File: config.mk
export PLATFORM = sky130hd
export DESIGN_NAME = datagram_sequence_placer
export DESIGN_NICKNAME = d
export VERILOG_FILES = /design/src/rtl/core/dsp_pkg.sv /design/src/rtl/core/datagram_sequence_placer.sv
export SDC_FILE = /design/constraint.sdc
export NUM_CORES = 1
export LEC_CHECK = 0
export BUFFER_PORTS_ARGS = -buffer_cell sky130_fd_sc_hd__buf_2
export CAP_MARGIN = 20
export CORE_MARGIN = 5
export CORE_UTILIZATION = 41
export CTS_CLUSTER_SIZE = 30
export DETAILED_ROUTE_END_ITERATION = 10
export GPL_ROUTABILITY_DRIVEN = 1
export REMOVE_ABC_BUFFERS = 1
export SLEW_MARGIN = 20
export SYNTH_ARGS = -nofsm -noshare
export SYNTH_HDL_FRONTEND = slang
export SYNTH_SLANG_ARGS = --single-unit
File: constraint.sdc
create_clock -name clk_i -period 16 [get_ports clk_i]
set_input_delay 0.8 -clock clk_i [delete_from_list [all_inputs] [get_ports clk_i]]
set_output_delay 0.8 -clock clk_i [all_outputs]
set_load 0.005 [all_outputs]
File: src/rtl/core/dsp_pkg.sv
// Package for the datagram sequence placer: codes, sizes and the result record.
`timescale 1ns / 1ps

package dsp_pkg;

  localparam int unsigned MAX_COUNT  = 256;
  localparam int unsigned SLOT_COUNT = 32;

  // Register reset values
  localparam logic [6:0]  WPD_RESET        = 7'd32;
  localparam logic [14:0] WCAP_RESET       = 15'd16384;
  localparam logic [3:0]  STRAY_RESET      = 4'd8;
  localparam logic [8:0]  STREAM_MIN_RESET = 9'd32;

  // Result queue
  localparam int unsigned FIFO_DEPTH = 4;
  localparam int unsigned FIFO_AW    = $clog2(FIFO_DEPTH);

  typedef enum logic [1:0] {
    OP_BEGIN    = 2'd0,
    OP_DATAGRAM = 2'd1,
    OP_TIMEOUT  = 2'd2
  } opcode_e;

  typedef enum logic [1:0] {
    REG_WINDOW_PER_DGRAM = 2'd0,
    REG_WINDOW_CAP       = 2'd1,
    REG_STRAY_LIMIT      = 2'd2,
    REG_STREAM_MIN       = 2'd3
  } cfg_reg_e;

  typedef enum logic [2:0] {
    KIND_STRAY    = 3'd0,
    KIND_PLACED   = 3'd1,
    KIND_HELD     = 3'd2,
    KIND_COMPLETE = 3'd3,
    KIND_REFUSED  = 3'd4
  } kind_e;

  typedef enum logic [1:0] {
    RESTART_NONE   = 2'd0,
    RESTART_WINDOW = 2'd1,
    RESTART_STALE  = 2'd2
  } restart_e;

  typedef struct packed {
    kind_e      kind;
    logic [4:0] slot;
    logic [7:0] index;
    logic       carry;
    logic [7:0] hstart;
    logic [8:0] hcount;
    restart_e   rkind;
    logic [8:0] recv;
    logic       tmo;
    logic       tail;
    logic       last;
  } result_t;

endpackage

File: src/rtl/core/datagram_sequence_placer.sv
// Datagram sequence placer: places datagrams by wrapping sequence number into transfers.
//
//   channel | direction | handshake                  | payload
//   --------+-----------+----------------------------+------------------------------------
//   input   | in        | in_valid_i / in_stall_o    | opcode_i slot_i count_i seq_i
//   result  | out       | out_valid_o / out_stall_i  | kind_o .. last_o, one result a beat
//   config  | in        | cfg_we_i                   | cfg_index_i cfg_data_i
//
// An item is decided in the cycle it is accepted and its results enter a four-entry
// result queue at that edge; one item per cycle is taken as long as the queue holds two
// or fewer results. An item with two results needs two output beats, so the output port
// sets the sustained rate for those. Reset clears all control state at once; there is
// no clearing pass. Output stalls back up through the queue into in_stall_o.
`timescale 1ns / 1ps

module datagram_sequence_placer (
  input  logic        clk_i,
  input  logic        rst_ni,
  // configuration
  input  logic        cfg_we_i,
  input  logic [1:0]  cfg_index_i,
  input  logic [14:0] cfg_data_i,
  // input channel
  input  logic        in_valid_i,
  output logic        in_stall_o,
  input  logic [1:0]  opcode_i,
  input  logic [4:0]  slot_i,
  input  logic [8:0]  count_i,
  input  logic [15:0] seq_i,
  // result channel
  output logic        out_valid_o,
  input  logic        out_stall_i,
  output logic [2:0]  kind_o,
  output logic [4:0]  slot_out_o,
  output logic [7:0]  index_o,
  output logic        from_carry_o,
  output logic [7:0]  hole_start_o,
  output logic [8:0]  hole_count_o,
  output logic [1:0]  restart_kind_o,
  output logic [8:0]  received_count_o,
  output logic        timed_out_o,
  output logic        tail_lost_o,
  output logic        last_o
);

  // configuration registers
  logic [6:0]  wpd_q;
  logic [14:0] wcap_q;
  logic [3:0]  stray_limit_q;
  logic [8:0]  stream_min_q;

  // transfer state
  logic        active_q, active_d;
  logic [4:0]  cur_slot_q, cur_slot_d;
  logic [8:0]  cur_count_q, cur_count_d;
  logic [8:0]  placed_q, placed_d;
  logic [8:0]  wpos_q, wpos_d;
  logic        base_valid_q, base_valid_d;
  logic [15:0] base_seq_q, base_seq_d;
  logic        expect_valid_q, expect_valid_d;
  logic [15:0] expect_seq_q, expect_seq_d;
  logic [3:0]  stale_run_q, stale_run_d;
  logic [15:0] stale_seq_q, stale_seq_d;
  logic [8:0]  stale_pos_q, stale_pos_d;
  logic        held_valid_q, held_valid_d;
  logic [15:0] held_seq_q, held_seq_d;

  // result queue
  dsp_pkg::result_t                    fifo_q [dsp_pkg::FIFO_DEPTH];
  logic [dsp_pkg::FIFO_AW-1:0]         rd_ptr_q, wr_ptr_q;
  logic [dsp_pkg::FIFO_AW:0]           fill_q;
  logic                                pop;
  logic [1:0]                          n_push;
  dsp_pkg::result_t                    res0, res1;

  logic in_fire;
  logic is_begin, is_dgram, is_timeout, op_ok;

  // datagram context
  logic [8:0]  sat_count, ctx_count, ctx_wpos, ctx_placed;
  logic [4:0]  ctx_slot;
  logic        ctx_bvalid;
  logic [15:0] ctx_base, dg_seq, base0;
  logic        run_dg;

  logic [15:0]        win_prod;
  logic [14:0]        window;
  logic [15:0]        diff0;
  logic signed [16:0] d0x, winx;
  logic               restart, stray_path, stray_drop, stale_restart;
  logic [3:0]         run_inc;
  logic [15:0]        first_seq, base_st, diff_st, base_re;
  logic [8:0]         first_pos;
  logic [15:0]        base1, d1;
  dsp_pkg::restart_e  rkind;
  logic [16:0]        idx;
  logic               held, placed;
  logic [8:0]         new_wpos, wpos_post, placed_post;
  logic               cmp_after, cmp_now;

  // completion unit inputs
  logic        cmp_timed, cmp_bvalid, stream;
  logic [8:0]  cmp_count, cmp_wpos, cmp_placed;
  logic [15:0] cmp_base;
  dsp_pkg::result_t res_acc, res_cmp, res_ref;

  assign in_stall_o = fill_q > (dsp_pkg::FIFO_AW + 1)'(dsp_pkg::FIFO_DEPTH - 2);
  assign in_fire    = in_valid_i && !in_stall_o;

  // ---- decode ----
  always_comb begin
    is_begin   = 1'b0;
    is_dgram   = 1'b0;
    is_timeout = 1'b0;
    unique case (opcode_i)
      dsp_pkg::OP_BEGIN:    is_begin   = 1'b1;
      dsp_pkg::OP_DATAGRAM: is_dgram   = 1'b1;
      dsp_pkg::OP_TIMEOUT:  is_timeout = 1'b1;
      default: ;
    endcase
  end

  assign op_ok = (is_begin && !active_q && (count_i != 9'd0) &&
                  ({1'b0, slot_i} < 6'(dsp_pkg::SLOT_COUNT))) ||
                 ((is_dgram || is_timeout) && active_q);

  assign sat_count = (count_i > 9'(dsp_pkg::MAX_COUNT)) ? 9'(dsp_pkg::MAX_COUNT) : count_i;

  // A begin works on a fresh transfer and replays the held datagram, if any.
  assign ctx_count  = is_begin ? sat_count    : cur_count_q;
  assign ctx_slot   = is_begin ? slot_i       : cur_slot_q;
  assign ctx_wpos   = is_begin ? 9'd0         : wpos_q;
  assign ctx_placed = is_begin ? 9'd0         : placed_q;
  assign ctx_bvalid = is_begin ? 1'b0         : base_valid_q;
  assign ctx_base   = is_begin ? 16'd0        : base_seq_q;
  assign dg_seq     = is_begin ? held_seq_q   : seq_i;
  assign run_dg     = is_begin ? held_valid_q : is_dgram;

  // ---- placement ----
  assign base0    = ctx_bvalid ? ctx_base : (expect_valid_q ? expect_seq_q : dg_seq);
  assign win_prod = 16'(wpd_q) * 16'(ctx_count);
  assign window   = (win_prod > {1'b0, wcap_q}) ? wcap_q : win_prod[14:0];
  assign diff0    = dg_seq - (base0 + 16'(ctx_wpos));
  assign d0x      = $signed({diff0[15], diff0});
  assign winx     = $signed({2'b00, window});
  assign restart  = (d0x >= winx) || (d0x <= -winx);

  assign stray_path    = diff0[15] && !restart;
  assign run_inc       = (stale_run_q == 4'hF) ? 4'hF : stale_run_q + 4'd1;
  assign stray_drop    = stray_path && (run_inc < stray_limit_q);
  assign stale_restart = stray_path && !stray_drop;

  // stale-run anchor: the first stale datagram marks where the new base lies
  assign first_seq = (stale_run_q == 4'd0) ? dg_seq   : stale_seq_q;
  assign first_pos = (stale_run_q == 4'd0) ? ctx_wpos : stale_pos_q;
  assign base_st   = first_seq - 16'(first_pos);
  assign diff_st   = dg_seq - (base_st + 16'(ctx_wpos));
  assign base_re   = dg_seq - 16'(ctx_wpos);

  always_comb begin
    base1 = base0;
    d1    = diff0;
    rkind = dsp_pkg::RESTART_NONE;
    if (restart) begin
      base1 = base_re;
      d1    = 16'd0;
      rkind = dsp_pkg::RESTART_WINDOW;
    end else if (stale_restart) begin
      rkind = dsp_pkg::RESTART_STALE;
      if (diff_st[15]) begin
        // anchor would fall behind the write position: anchor on this datagram
        base1 = base_re;
        d1    = 16'd0;
      end else begin
        base1 = base_st;
        d1    = diff_st;
      end
    end
  end

  assign idx       = 17'(ctx_wpos) + 17'(d1);
  assign held      = !stray_drop && (idx >= 17'(ctx_count));
  assign placed    = !stray_drop && !held;
  assign new_wpos  = 9'(idx) + 9'd1;
  assign wpos_post = (run_dg && placed) ? new_wpos : ctx_wpos;
  assign placed_post = ctx_placed + ((run_dg && placed) ? 9'd1 : 9'd0);
  assign cmp_after = run_dg && (held || (placed && (new_wpos >= ctx_count)));
  assign cmp_now   = op_ok && (is_timeout || cmp_after);

  always_comb begin
    res_acc        = '0;
    res_acc.slot   = ctx_slot;
    res_acc.carry  = is_begin;
    res_acc.rkind  = stray_drop ? dsp_pkg::RESTART_NONE : rkind;
    res_acc.last   = !cmp_after;
    if (stray_drop) begin
      res_acc.kind = dsp_pkg::KIND_STRAY;
    end else if (held) begin
      res_acc.kind = dsp_pkg::KIND_HELD;
    end else begin
      res_acc.kind   = dsp_pkg::KIND_PLACED;
      res_acc.index  = idx[7:0];
      res_acc.hstart = ctx_wpos[7:0];
      res_acc.hcount = d1[8:0];
    end
  end

  // ---- completion ----
  assign cmp_timed  = is_timeout;
  assign cmp_count  = is_timeout ? cur_count_q  : ctx_count;
  assign cmp_wpos   = is_timeout ? wpos_q       : wpos_post;
  assign cmp_placed = is_timeout ? placed_q     : placed_post;
  assign cmp_bvalid = is_timeout ? base_valid_q : 1'b1;
  assign cmp_base   = is_timeout ? base_seq_q   : base1;
  assign stream     = cmp_count >= stream_min_q;

  always_comb begin
    res_cmp      = '0;
    res_cmp.kind = dsp_pkg::KIND_COMPLETE;
    res_cmp.slot = ctx_slot;
    res_cmp.last = 1'b1;
    if (cmp_wpos < cmp_count) begin
      res_cmp.hstart = cmp_wpos[7:0];
      res_cmp.hcount = cmp_count - cmp_wpos;
      res_cmp.tail   = stream;
    end
    res_cmp.recv = cmp_placed;
    res_cmp.tmo  = cmp_timed;
    if (stream && (cmp_placed != 9'd0)) begin
      res_cmp.recv = cmp_count;
      res_cmp.tmo  = 1'b0;
    end else if (stream && !cmp_timed) begin
      res_cmp.recv = cmp_count;
    end
  end

  always_comb begin
    res_ref      = '0;
    res_ref.kind = dsp_pkg::KIND_REFUSED;
    res_ref.slot = cur_slot_q;
    res_ref.last = 1'b1;
  end

  // ---- result selection ----
  always_comb begin
    res0   = res_ref;
    res1   = res_cmp;
    n_push = 2'd0;
    if (in_fire) begin
      if (!op_ok) begin
        n_push = 2'd1;
      end else if (is_timeout) begin
        res0   = res_cmp;
        n_push = 2'd1;
      end else if (run_dg) begin
        res0   = res_acc;
        n_push = cmp_after ? 2'd2 : 2'd1;
      end
    end
  end

  // ---- next state ----
  always_comb begin
    active_d       = active_q;
    cur_slot_d     = cur_slot_q;
    cur_count_d    = cur_count_q;
    placed_d       = placed_q;
    wpos_d         = wpos_q;
    base_valid_d   = base_valid_q;
    base_seq_d     = base_seq_q;
    expect_valid_d = expect_valid_q;
    expect_seq_d   = expect_seq_q;
    stale_run_d    = stale_run_q;
    stale_seq_d    = stale_seq_q;
    stale_pos_d    = stale_pos_q;
    held_valid_d   = held_valid_q;
    held_seq_d     = held_seq_q;
    if (in_fire && op_ok) begin
      if (is_begin) begin
        active_d     = 1'b1;
        cur_slot_d   = slot_i;
        cur_count_d  = sat_count;
        placed_d     = 9'd0;
        wpos_d       = 9'd0;
        base_valid_d = 1'b0;
        base_seq_d   = 16'd0;
      end
      if (run_dg) begin
        base_valid_d = 1'b1;
        base_seq_d   = base1;
        placed_d     = placed_post;
        wpos_d       = wpos_post;
        if (stray_path && (stale_run_q == 4'd0)) begin
          stale_seq_d = dg_seq;
          stale_pos_d = ctx_wpos;
        end
        stale_run_d = stray_drop ? run_inc : 4'd0;
        if (is_begin && !held) begin
          held_valid_d = 1'b0;
        end
        if (is_dgram && held) begin
          held_valid_d = 1'b1;
          held_seq_d   = seq_i;
        end
      end
      if (cmp_now) begin
        active_d = 1'b0;
        if (cmp_bvalid) begin
          expect_valid_d = 1'b1;
          expect_seq_d   = cmp_base + 16'(cmp_count);
        end
      end
    end
  end

  always_ff @(posedge clk_i or negedge rst_ni) begin
    if (!rst_ni) begin
      wpd_q          <= dsp_pkg::WPD_RESET;
      wcap_q         <= dsp_pkg::WCAP_RESET;
      stray_limit_q  <= dsp_pkg::STRAY_RESET;
      stream_min_q   <= dsp_pkg::STREAM_MIN_RESET;
    end else if (cfg_we_i) begin
      unique case (cfg_index_i)
        dsp_pkg::REG_WINDOW_PER_DGRAM: wpd_q         <= cfg_data_i[6:0];
        dsp_pkg::REG_WINDOW_CAP:       wcap_q        <= cfg_data_i;
        dsp_pkg::REG_STRAY_LIMIT:      stray_limit_q <= cfg_data_i[3:0];
        dsp_pkg::REG_STREAM_MIN:       stream_min_q  <= cfg_data_i[8:0];
        default: ;
      endcase
    end
  end

  always_ff @(posedge clk_i or negedge rst_ni) begin
    if (!rst_ni) begin
      active_q       <= 1'b0;
      cur_slot_q     <= '0;
      cur_count_q    <= '0;
      placed_q       <= '0;
      wpos_q         <= '0;
      base_valid_q   <= 1'b0;
      base_seq_q     <= '0;
      expect_valid_q <= 1'b0;
      expect_seq_q   <= '0;
      stale_run_q    <= '0;
      stale_seq_q    <= '0;
      stale_pos_q    <= '0;
      held_valid_q   <= 1'b0;
      held_seq_q     <= '0;
    end else begin
      active_q       <= active_d;
      cur_slot_q     <= cur_slot_d;
      cur_count_q    <= cur_count_d;
      placed_q       <= placed_d;
      wpos_q         <= wpos_d;
      base_valid_q   <= base_valid_d;
      base_seq_q     <= base_seq_d;
      expect_valid_q <= expect_valid_d;
      expect_seq_q   <= expect_seq_d;
      stale_run_q    <= stale_run_d;
      stale_seq_q    <= stale_seq_d;
      stale_pos_q    <= stale_pos_d;
      held_valid_q   <= held_valid_d;
      held_seq_q     <= held_seq_d;
    end
  end

  // ---- result queue ----
  assign pop = out_valid_o && !out_stall_i;

  always_ff @(posedge clk_i) begin
    if (n_push != 2'd0) begin
      fifo_q[wr_ptr_q] <= res0;
    end
    if (n_push == 2'd2) begin
      fifo_q[wr_ptr_q + dsp_pkg::FIFO_AW'(1)] <= res1;
    end
  end

  always_ff @(posedge clk_i or negedge rst_ni) begin
    if (!rst_ni) begin
      rd_ptr_q <= '0;
      wr_ptr_q <= '0;
      fill_q   <= '0;
    end else begin
      wr_ptr_q <= wr_ptr_q + dsp_pkg::FIFO_AW'(n_push);
      if (pop) begin
        rd_ptr_q <= rd_ptr_q + dsp_pkg::FIFO_AW'(1);
      end
      fill_q <= fill_q + (dsp_pkg::FIFO_AW + 1)'(n_push) -
                (dsp_pkg::FIFO_AW + 1)'(pop);
    end
  end

  assign out_valid_o      = fill_q != '0;
  assign kind_o           = fifo_q[rd_ptr_q].kind;
  assign slot_out_o       = fifo_q[rd_ptr_q].slot;
  assign index_o          = fifo_q[rd_ptr_q].index;
  assign from_carry_o     = fifo_q[rd_ptr_q].carry;
  assign hole_start_o     = fifo_q[rd_ptr_q].hstart;
  assign hole_count_o     = fifo_q[rd_ptr_q].hcount;
  assign restart_kind_o   = fifo_q[rd_ptr_q].rkind;
  assign received_count_o = fifo_q[rd_ptr_q].recv;
  assign timed_out_o      = fifo_q[rd_ptr_q].tmo;
  assign tail_lost_o      = fifo_q[rd_ptr_q].tail;
  assign last_o           = fifo_q[rd_ptr_q].last;

`ifndef SYNTHESIS
  a_fill_bound: assert property (@(posedge clk_i) disable iff (!rst_ni)
    fill_q <= (dsp_pkg::FIFO_AW + 1)'(dsp_pkg::FIFO_DEPTH))
    else $error("result queue overfilled");

  a_pair_together: assert property (@(posedge clk_i) disable iff (!rst_ni)
    (out_valid_o && !last_o) |-> (fill_q >= (dsp_pkg::FIFO_AW + 1)'(2)))
    else $error("first result of a pair shown without its second");

  a_complete_ends: assert property (@(posedge clk_i) disable iff (!rst_ni)
    (in_fire && cmp_now) |=> !active_q)
    else $error("transfer still active after completion");

  a_wpos_bound: assert property (@(posedge clk_i) disable iff (!rst_ni)
    active_q |-> (wpos_q <= cur_count_q))
    else $error("write position beyond transfer length");
`endif

endmodule

**After elaboration in Yosys (flattened, before gate mapping)**

Memories as Yosys holds them, arrays and structs flattened.
Index checks and enable logic that the tools add are counted.

- Register bits: 155
- Memory bits (writable): 192
- Word-level logic and storage cells: 177
- Memories kept: 1

- $add $sub $neg: 18
- Multiply operators: 1
- Order comparisons: 10
- Equality and inequality tests: 7
- Muxes and demuxes: 67
- Reduce and logical (&&, ||, !) cells: 52

Memory list:

| memory | words | bits a word | rd ports | clocked after memory_dff | write ports | line | RTL |
|---|---|---|---|---|---|---|---|
| fifo_q | 4 | 48 | 1 | 0 | 2 | datagram_sequence_placer.sv:69 | `dsp_pkg::result_t fifo_q [dsp_pkg::FIFO_DEPTH];` |

Operators by type and width:

| kind | count |
|---|---|
| 16-bit 2-to-1 mux | 12 |
| 48-bit 2-to-1 mux | 4 |
| 9-bit 2-to-1 mux | 13 |
| 17-bit 2-to-1 mux | 3 |
| 16-bit by 9-bit adder with 16-bit output | 3 |
| 16-bit subtractor | 2 |
| 16-bit by 9-bit subtractor with 16-bit output | 2 |
| 15-bit 2-to-1 mux | 2 |
| 1-bit logical AND | 20 |
| 2-bit 2-to-1 mux | 10 |
| 9-bit greater-or-equal comparator | 2 |
| 1-bit 2-to-1 mux | 18 |
| 9-bit nonzero test | 2 |
| 9-bit by 16-bit adder with 17-bit output | 1 |
| 17-bit by 9-bit greater-or-equal comparator with 1-bit output | 1 |
| 16-bit by 17-bit <= comparator with 1-bit output | 1 |
| 15-bit negation with 17-bit output | 1 |
| 16-bit greater-or-equal comparator | 1 |
| 16-bit by 15-bit > comparator with 1-bit output | 1 |
| 7-bit by 9-bit multiplier with 16-bit output | 1 |
| 8-bit 2-to-1 mux | 2 |
| 2-bit AND reduction | 6 |
| 3-bit AND reduction | 4 |
| 9-bit by 1-bit adder with 9-bit output | 1 |
| 22 further kinds | 42 |

**Depth between registers and ports, before layout**

Gate-level depths: netlist of run 1.

- Depth after elaboration: 32
- Mapped depth: 90

**Least setup slack after synthesis of run 1**

OpenSTA, ideal clock, no wires.

- Path kind: input port to flip-flop
- From: input port opcode_i[0]
- To: memory fifo_q[2][19] in the netlist's numbering (data pin)
- Setup time: 0.269 ns
- Arrival time: 17.563 ns
- Slack: -1.832 ns
- Stages: 84
- Buffers on the path: 10
- Cells stage by stage: inv_1 > ha_1 > buf_2 > buf_2 > clkbuf_1 > clkbuf_1 > clkbuf_1 > nand2_1 > nor2_1 > a21oi_1 > nor2b_1 > fa_1 > inv_1 > fa_1 > inv_1 > fa_1 > inv_1 > fa_1 > (+48 left out) > o21a_2 > buf_2 > a21oi_1 > a211oi_2 > o21bai_1 > ha_1 > nor2b_1 > o21ai_0 > a21boi_0 > o21ai_0 > a21boi_0 > o21ai_0 > a21oi_1 > o31ai_1 > or3_1 > nor2_1 > a21oi_1 > o22ai_1

RTL lines:

| what | line | RTL |
|---|---|---|
| start, declared | datagram_sequence_placer.sv:26 | `input logic [1:0] opcode_i,` |
| end, declared | datagram_sequence_placer.sv:69 |  |

==> impl_metrics.toml, run 1 <==
[final_layout]
final_nets = 3324
final_area_mm2 = 0.0305
drive_above_1_share_pct = 17.2
num_antenna_cells = 0
syn2layout_area_growth_pct = 14.3

[floorplanning]
start_util_pct = 41.4
core_mm2 = 0.0645
num_rows = 93
die_h_um = 265
die_w_um = 265
dieArea_mm2 = 0.0703
ioPinCount = 104

[global_routing]
track_usage_pct = 23.4
antenna_found_initial = 0
grt_pass1_wl_mm = 131
overflow = 0
grt_start_max_net_pins = 64
grt_pass1_vias = 22800

[place]
dpl-instance-area_mm2 = 0.0286
place_ws_ns = -0.300
place.gp.congestion = 0.968
io_buffers = 103
dpl.hpwl_mm = 63.0

[synthesis]
syn_inst = 2860
avgSynthCellArea_um2 = 9.33
seq_area_frac_synth_pct = 33.9
synth_seq_cells = 347
yosysTopAreaCellShare_pct = 14.9
yosys-top-cells-count = "288 x nand2_1, 216 x nor2_1, 210 x ha_1"
synthFlopType = "dfrtp_1"
synth_top_cells_by_area = "edfxtp_1 15%, dfrtp_1 14%, ha_1 9.8%"
synthesis.area_mm2 = 0.0267
synth.most_common_cell = "nand2_1"
async_reset_ff_share_pct = 44.7
synth_edf_count = 132
yosysUniqueCellTypes = 97
yosysWarnings = 0
synth_top_cell_by_area = "edfxtp_1"

[job]
cap_violations = 0

[setup_path]
endpoint_kind = "register"
crit_path_max_fanout = 15
max_stage_delay_ns = 0.51
worstPathRequired_ns = 16.43
reg2reg_depth = 72
r2r_slack_ns = 1.44
worst_r2r_endpoint = "fifo_q[1][27]"
critPathSlowestCell = "fa_1"
critPathArrivalTime_ns = 15.52
r2r-start = "wpd_q[1]"
critical_path_class = "in -> reg"
crit_top_cell = "buf_4"
cp-start-kind = "input pin"

[cts]
clock-root-buffer = "clkbuf_16"
cts.hold.buffers_added = 0
cts_buffers = 43
clockBufferDepth = 3
clock_latency_ns = 0.61
clkTransAtPathRegs_ns = 0.06
clock_sinks = 347
cts-htree-levels = 2
cts_tree = "built"

[timing]
fin_crit_sh_pct = 94.3
fmax_ghz = 0.0663
worst_slew_pin_slew_ns = 1.26
post-route-min-period_ns = 15.09
worst_slack_ns = 0.907
timing.slew.headroom_pct = 16.1
fin_skew_ns = 0.0442
slew_violations = 0
hold_violations = 0
fin_tns_setup_ns = 0
setup_violations = 0

[route]
wire_per_inst_um = 21.7
ant_nets = 0
post-route-drc-count = 0
wl_mm = 84.6
drt_iter0_markers = 1885
vias = 22600
via_per_inst = 5.81
drt_pass1_iterations = 8

[run_status]
status = "complete, no violations"

[min_path]
min_path_type = "in -> async"
[cells in the final DEF (no fill, tap or decap), types with 50 or more instances in the layout]
cell        n
edfxtp_1  132
fa_1       58
dfxtp_1    60
mux2_2     63
buf_4     117
nor2_1    215
nor3_1     58
o21ai_0   180
nand2_1   287
nand3_1    87
ha_1      207
buf_2     102
inv_1     209
a21o_1     50
xnor2_1    74
a21oi_1   182
dfrtp_1   149
[per-layer routing]
metal	track usage, %	part of all wire, %
met3	3.89	6.6
met5	0	0
met2	39.6	48
met4	8.39	3.8
met1	30.4	41
[cells by family after synthesis]
logic type | after synthesis | share of synthesized area [%]
flops | 347 | 33.9
xor+xnor | 119 | 4.05
buf+inv | 346 | 5.13
fa+ha+maj | 268 | 14.2
mux | 180 | 9.65
compound gates | 747 | 18.1
simple gates | 853 | 14.9
[through the flow]
stage / util, % / instances / hold WS (ns)
detailed placement: 44.4 / 3804 / 0.443
global route: 47.3 / 3892 / 0.166
floorplan: - / 2733 / 0.421
CTS: 46.8 / 3884 / 0.150
finish: 47.3 / 3892 / 0.159
global placement: 44.4 / 3804 / 0.430
[worst max-delay path by stage]
stage | startpoint | slack [ns] | to | cells past startpoint
2_1_floorplan | opcode_i[0] | -4.19 | fifo_q[2][26] | 74
4_1_cts | opcode_i[0] | 0.27 | fifo_q[3][8] | 74
3_5_place_dp | opcode_i[0] | -0.30 | fifo_q[3][18] | 76
3_3_place_gp | opcode_i[0] | 0.04 | fifo_q[1][27] | 77
5_1_grt | opcode_i[0] | -0.06 | fifo_q[3][28] | 77
6_report | opcode_i[1] | 0.91 | fifo_q[1][27] | 76
[layout make-up]
cell class	instances	area [um2]
clock buffer	52	1150
clock inverter	28	384
fill	6077	33900
inverter	219	826
multi-input combinational	2167	16600
sequential	347	9050
tap	855	1070
timing repair buffer	224	1450
[timing repair]
item	CTS	global route
setup buffers	0	7
gates resized for setup	0	77
setup endpoints to repair	0	113
hold endpoints to repair	0	0
[sequential cells by signal, indices dropped and copies added (netlist names), 3 cells and up]
signal	count
wpos_q	9
held_seq_q	16
stream_min_q	9
fifo_q	192
stale_seq_q	16
expect_seq_q	16
cur_count_q	9
stale_pos_q	9
wcap_q	15
placed_q	9
wpd_q	7
fill_q	3
cur_slot_q	5
stray_limit_q	4
stale_run_q	4
base_seq_q	16
[critical path, delay by kind of cell]
kind	cells	cell delay, ns
adder cells (fa/ha/maj)	11	4.12
XOR/XNOR	3	0.58
AND/OR/NAND/NOR	12	1.61
AO/OA/AOI/OAI	32	5.99
buffers and inverters	18	2.38
Power of run 1 is left out: the tool's default activity adds up to more than one toggle a clock period on the data nets, which glitch-free logic cannot reach.
==> run 2, diff against run 1 <==
--- a/config.mk
+++ b/config.mk
@@ -7,6 +7,7 @@
 export LEC_CHECK = 0
 export BUFFER_PORTS_ARGS = -buffer_cell sky130_fd_sc_hd__buf_2
 export CAP_MARGIN = 20
+export CORE_ASPECT_RATIO = 2
 export CORE_MARGIN = 5
 export CORE_UTILIZATION = 41
 export CTS_CLUSTER_SIZE = 30
==> run 2 against run 1 <==
Cell count up 1.5%. Register-to-register slack hardly changed. Largest cell class unchanged. Utilization is 0.26 points lower. Critical endpoint is now fifo_q[2][18]. Via count increased by 1.9%. Die area up 0.44%. Non-clock buffer count is 61 higher. Global-route usage grew 2.5 points. Maximum frequency increased by 0.75%.
==> impl_metrics.toml, run 2 (synthesized netlist as in run 1, its figures left out) <==
[run_status]
status = "complete, no violations"

[floorplanning]
ioPinCount = 104
start_util_pct = 41.2
die_w_um = 190
core_mm2 = 0.0647
num_rows = 132
die_h_um = 371
dieArea_mm2 = 0.0706

[global_routing]
antenna_found_initial = 2
overflow = 0
grt_start_max_net_pins = 86
grt_pass1_vias = 23500
track_usage_pct = 25.8
grt_pass1_wl_mm = 139

[place]
place.gp.congestion = 0.969
dpl.hpwl_mm = 72.6
io_buffers = 103
dpl-instance-area_mm2 = 0.0292

[timing]
hold_violations = 0
fmax_ghz = 0.0668
timing.slew.headroom_pct = 17.0
fin_skew_ns = 0.0215
worst_slew_pin_slew_ns = 1.24
fin_crit_sh_pct = 93.6
slew_violations = 0
post-route-min-period_ns = 14.98
setup_violations = 0

[final_layout]
largest_reg_flops = 192
final_area_mm2 = 0.0305
syn2layout_area_growth_pct = 14.2
final_nets = 3376
num_antenna_cells = 0
drive_above_1_share_pct = 17.9
fill_cells = 6291
mostFrequentLayoutCells = "287 x nand2_1, 215 x nor2_1, 211 x inv_1, 208 x ha_1, 188 x a21oi_1"
final_common_cell = "nand2_1"
top_register = "fifo_q"

[route]
drt_pass1_iterations = 5
drt_iter0_markers = 1589
vias = 23000
wire_per_inst_um = 23.6
ant_nets = 0
wl_mm = 93.1
via_per_inst = 5.83
post-route-drc-count = 0

[cts]
cts.hold.buffers_added = 0
cts_tree = "built"
clockBufferDepth = 3
clock_latency_ns = 0.56
clkTransAtPathRegs_ns = 0.07
cts-htree-levels = 2
cts_buffers = 34
clock-root-buffer = "clkbuf_16"
clock_sinks = 347

[min_path]
min_path_type = "in -> async"

[setup_path]
worstPathRequired_ns = 16.26
cp-start-kind = "input pin"
critPathSlowestCell = "fa_1"
crit_path_max_fanout = 13
critical_path_class = "in -> reg"
critPathArrivalTime_ns = 15.24
max_stage_delay_ns = 0.50
endpoint_kind = "register"

[job]
cap_violations = 0
-- run 2: cell count changes in the layout (fill, tap and decap cells not counted), moves of 5 or more --
cell / delta
buf_12: +5
buf_4: +58
bufinv_16: -5
clkinv_1: -7
a21oi_2: -6
clkbuf_16: -9
a21oi_1: +6
-- run 2: timing repair --
action,CTS,global route
buffers inserted,0,3
endpoints found under the setup margin,0,113
resized for setup,0,44
-- run 2: worst max-delay path: cells and delay by family --
family	cells	cell delay, ns
AO/OA/AOI/OAI	36	6.85
buffers and inverters	13	1.60
AND/OR/NAND/NOR	15	1.51
XOR/XNOR	3	0.51
adder cells (fa/ha/maj)	12	3.95
-- run 2: area by class of cell --
| type | instances | area [um2] | area share [%] |
|---|---|---|---|
| flip-flops and latches | 347 | 9050 | 29.7 |
| clock inverters | 17 | 174 | 0.571 |
| inverters | 219 | 822 | 2.70 |
| multi-input cells | 2167 | 16400 | 54.0 |
| clock buffers | 45 | 943 | 3.09 |
| repair buffers | 285 | 1950 | 6.41 |
| well taps | 871 | 1090 | 3.57 |
-- run 2: metal layers --
layer / share of wire, % / GRT usage, %
met1: 34 / 25.8
met2: 52 / 47.4
met3: 4.2 / 2.76
met4: 10 / 21.4
met5: 0.026 / 0
-- run 2: per-stage QoR --
stage          instances  setup TNS (ns)  worst slack, ns  hold WS [ns]  util [%]
2_1_floorplan       2733         -836.13            -4.19         0.421         -
3_3_place_gp        3885               0            0.126         0.433      45.1
3_5_place_dp        3885           -1.28          -0.0999         0.446      45.1
4_1_cts             3947               0            0.423         0.349      46.8
5_1_grt             3951         -0.0291          -0.0190         0.390      47.1
6_report            3951               0             1.02         0.315      47.1
-- run 2: worst paths after layout --
path | cells past startpoint | endpoint | slack [ns] | start
max in group asynchronous | 2 | rd_ptr_q[0] | 14.03 | rst_ni
max reg2reg | 74 | fifo_q[2][18] | 1.45 | wpd_q[1]
min reg2reg | 2 | fifo_q[0][33] | 0.46 | fifo_q[0][33]
min | 1 | cur_slot_q[3] | 0.31 | rst_ni
min in group clk_i | 2 | fifo_q[0][33] | 0.46 | fifo_q[0][33]
max | 79 | fifo_q[2][18] | 1.02 | opcode_i[0]
Power of run 2 is left out for the same reason.
==> run 3, diff against run 2 <==
--- a/config.mk
+++ b/config.mk
@@ -9,7 +9,7 @@
 export CAP_MARGIN = 20
 export CORE_ASPECT_RATIO = 2
 export CORE_MARGIN = 5
-export CORE_UTILIZATION = 41
+export CORE_UTILIZATION = 35
 export CTS_CLUSTER_SIZE = 30
 export DETAILED_ROUTE_END_ITERATION = 10
 export GPL_ROUTABILITY_DRIVEN = 1
==> run 3 against run 2 <==
Critical path depth decreased by 2. Clock skew increased by 0.015 ns. Routed wire length about the same. Global-route usage decreased by 3.7 points. Utilization decreased by 6.5 points. Maximum frequency decreased by 0.42%. Design area increased by 1.0%. Register-to-register slack about the same. Setup slack got worse by 0.064 ns. Sequential share of layout area decreased by 0.30 points. Clock-buffer cell count decreased by 2. Flip-flop and latch count unchanged. Critical path type unchanged.
==> impl_metrics.toml, run 3 (synthesized netlist as in run 1, its figures left out) <==
[timing]
hold_violations = 0
grt_setup_unrepaired = "no"
fin_crit_sh_pct = 94.0
setup_violations = 0
worst_slew_pin_slew_ns = 1.38
fin_hold_ws_ns = 0.200
fin_skew_ns = 0.0369
fmax_ghz = 0.0665
slew_violations = 0
timing.slew.headroom_pct = 7.60
post-route-min-period_ns = 15.04

[min_path]
min_path_type = "in -> async"

[global_routing]
grt_start_max_net_pins = 59
track_usage_pct = 22.2
grt_pass1_vias = 23600
overflow = 0
grt_pass1_wl_mm = 140
antenna_found_initial = 5

[final_layout]
final_nets = 3370
mostFrequentLayoutCells = "288 x nand2_1, 215 x nor2_1, 209 x inv_1, 207 x ha_1, 185 x a21oi_1"
syn2layout_area_growth_pct = 15.4
top_register = "fifo_q"
largest_reg_flops = 192
drive_above_1_share_pct = 18.2
final_common_cell = "nand2_1"
fill_cells = 7617

[run_status]
status = "complete, no violations"

[route]
vias = 23000
drt_iter0_markers = 1370
wire_per_inst_um = 22.7
via_per_inst = 5.62
post-route-drc-count = 0
drt_pass1_iterations = 7
wl_mm = 93.0
ant_nets = 0

[setup_path]
critPathSlowestCell = "fa_1"
critPathArrivalTime_ns = 15.30
crit_path_max_fanout = 25
max_stage_delay_ns = 0.51
worstPathRequired_ns = 16.26
critical_path_class = "in -> reg"
cp-start-kind = "input pin"
endpoint_kind = "register"

[cts]
cts_buffers = 34
cts_tree = "built"
clock_latency_ns = 0.57
cts-htree-levels = 2
cts.hold.buffers_added = 0
clock-root-buffer = "clkbuf_16"
clkTransAtPathRegs_ns = 0.07
clock_sinks = 347
clockBufferDepth = 3

[place]
place.gp.congestion = 0.981
dpl.hpwl_mm = 73.1
io_buffers = 103

[floorplanning]
core_mm2 = 0.0759
die_h_um = 401
num_rows = 143
dieArea_mm2 = 0.0822
start_util_pct = 35.2
ioPinCount = 104
die_w_um = 205

[job]
cap_violations = 0
-- run 3: changes by cell type in the layout (fill, tap and decap cells not counted), moves of 3 or more --
| cell | change |
|---|---|
| buf_4 | -4 |
| a21oi_2 | +3 |
| bufinv_16 | +4 |
| a21oi_1 | -3 |
-- run 3: worst paths after layout --
check	from	end	slack, ns	cells past startpoint
setup / recovery	opcode_i[1]	fifo_q[0][30]	0.96	77
hold / removal	rst_ni	cur_slot_q[2]	0.20	1
setup reg to reg	cur_count_q[3]	fifo_q[0][30]	1.44	71
hold reg to reg	fifo_q[1][33]	fifo_q[1][33]	0.45	2
max in group asynchronous	rst_ni	rd_ptr_q[0]	13.72	3
min in group clk_i	fifo_q[1][33]	fifo_q[1][33]	0.45	2
-- run 3: metal layers --
metal,global-route usage [%],vias to the layer above,share of wire [%]
li1,-,10700,-
met1,21.6,11200,33
met2,41.9,752,54
met3,2.36,361,4.1
met4,16.7,10,9.2
met5,0,-,0.053
-- run 3: cell type report --
cell class	instances	area (um2)	area share [%]
Multi-Input combinational cell	2167	16500	53.7
Sequential cell	347	9050	29.4
Timing Repair Buffer	279	1890	6.13
Tap cell	1015	1270	4.12
Clock buffer	43	936	3.04
Inverter	219	822	2.67
Clock inverter	19	285	0.926
Antenna cell	1	2.50	0.00812
-- run 3: what timing repair did --
action | CTS | global route
resized for setup | 0 | 60
buffers inserted | 0 | 3
endpoints found under the setup margin | 0 | 112
-- run 3: stage by stage --
| stage | util [%] | instances | instance area, um2 | setup slack, ns | TNS [ns] |
|---|---|---|---|---|---|
| after floorplan | - | 2733 | 26100 | -4.19 | -836.13 |
| after global placement | 38.6 | 4024 | 29300 | 0.139 | 0 |
| after detailed placement | 38.6 | 4024 | 29300 | -0.237 | -5.08 |
| after CTS | 40.3 | 4086 | 30500 | 0.309 | 0 |
| after global routing | 40.6 | 4089 | 30800 | 0.0175 | 0 |
| final | 40.6 | 4090 | 30800 | 0.956 | 0 |
-- run 3: critical path, delay by kind of cell --
family | cells | cell delay, ns
AOI/OAI and AO/OA | 36 | 6.51
xor gates and xnor gates | 3 | 0.56
adders and majority gates | 11 | 3.82
buffers and inverters | 13 | 1.87
muxes | 1 | 0.37
and+or+nand+nor | 13 | 1.34
Power of run 3 is left out for the same reason.
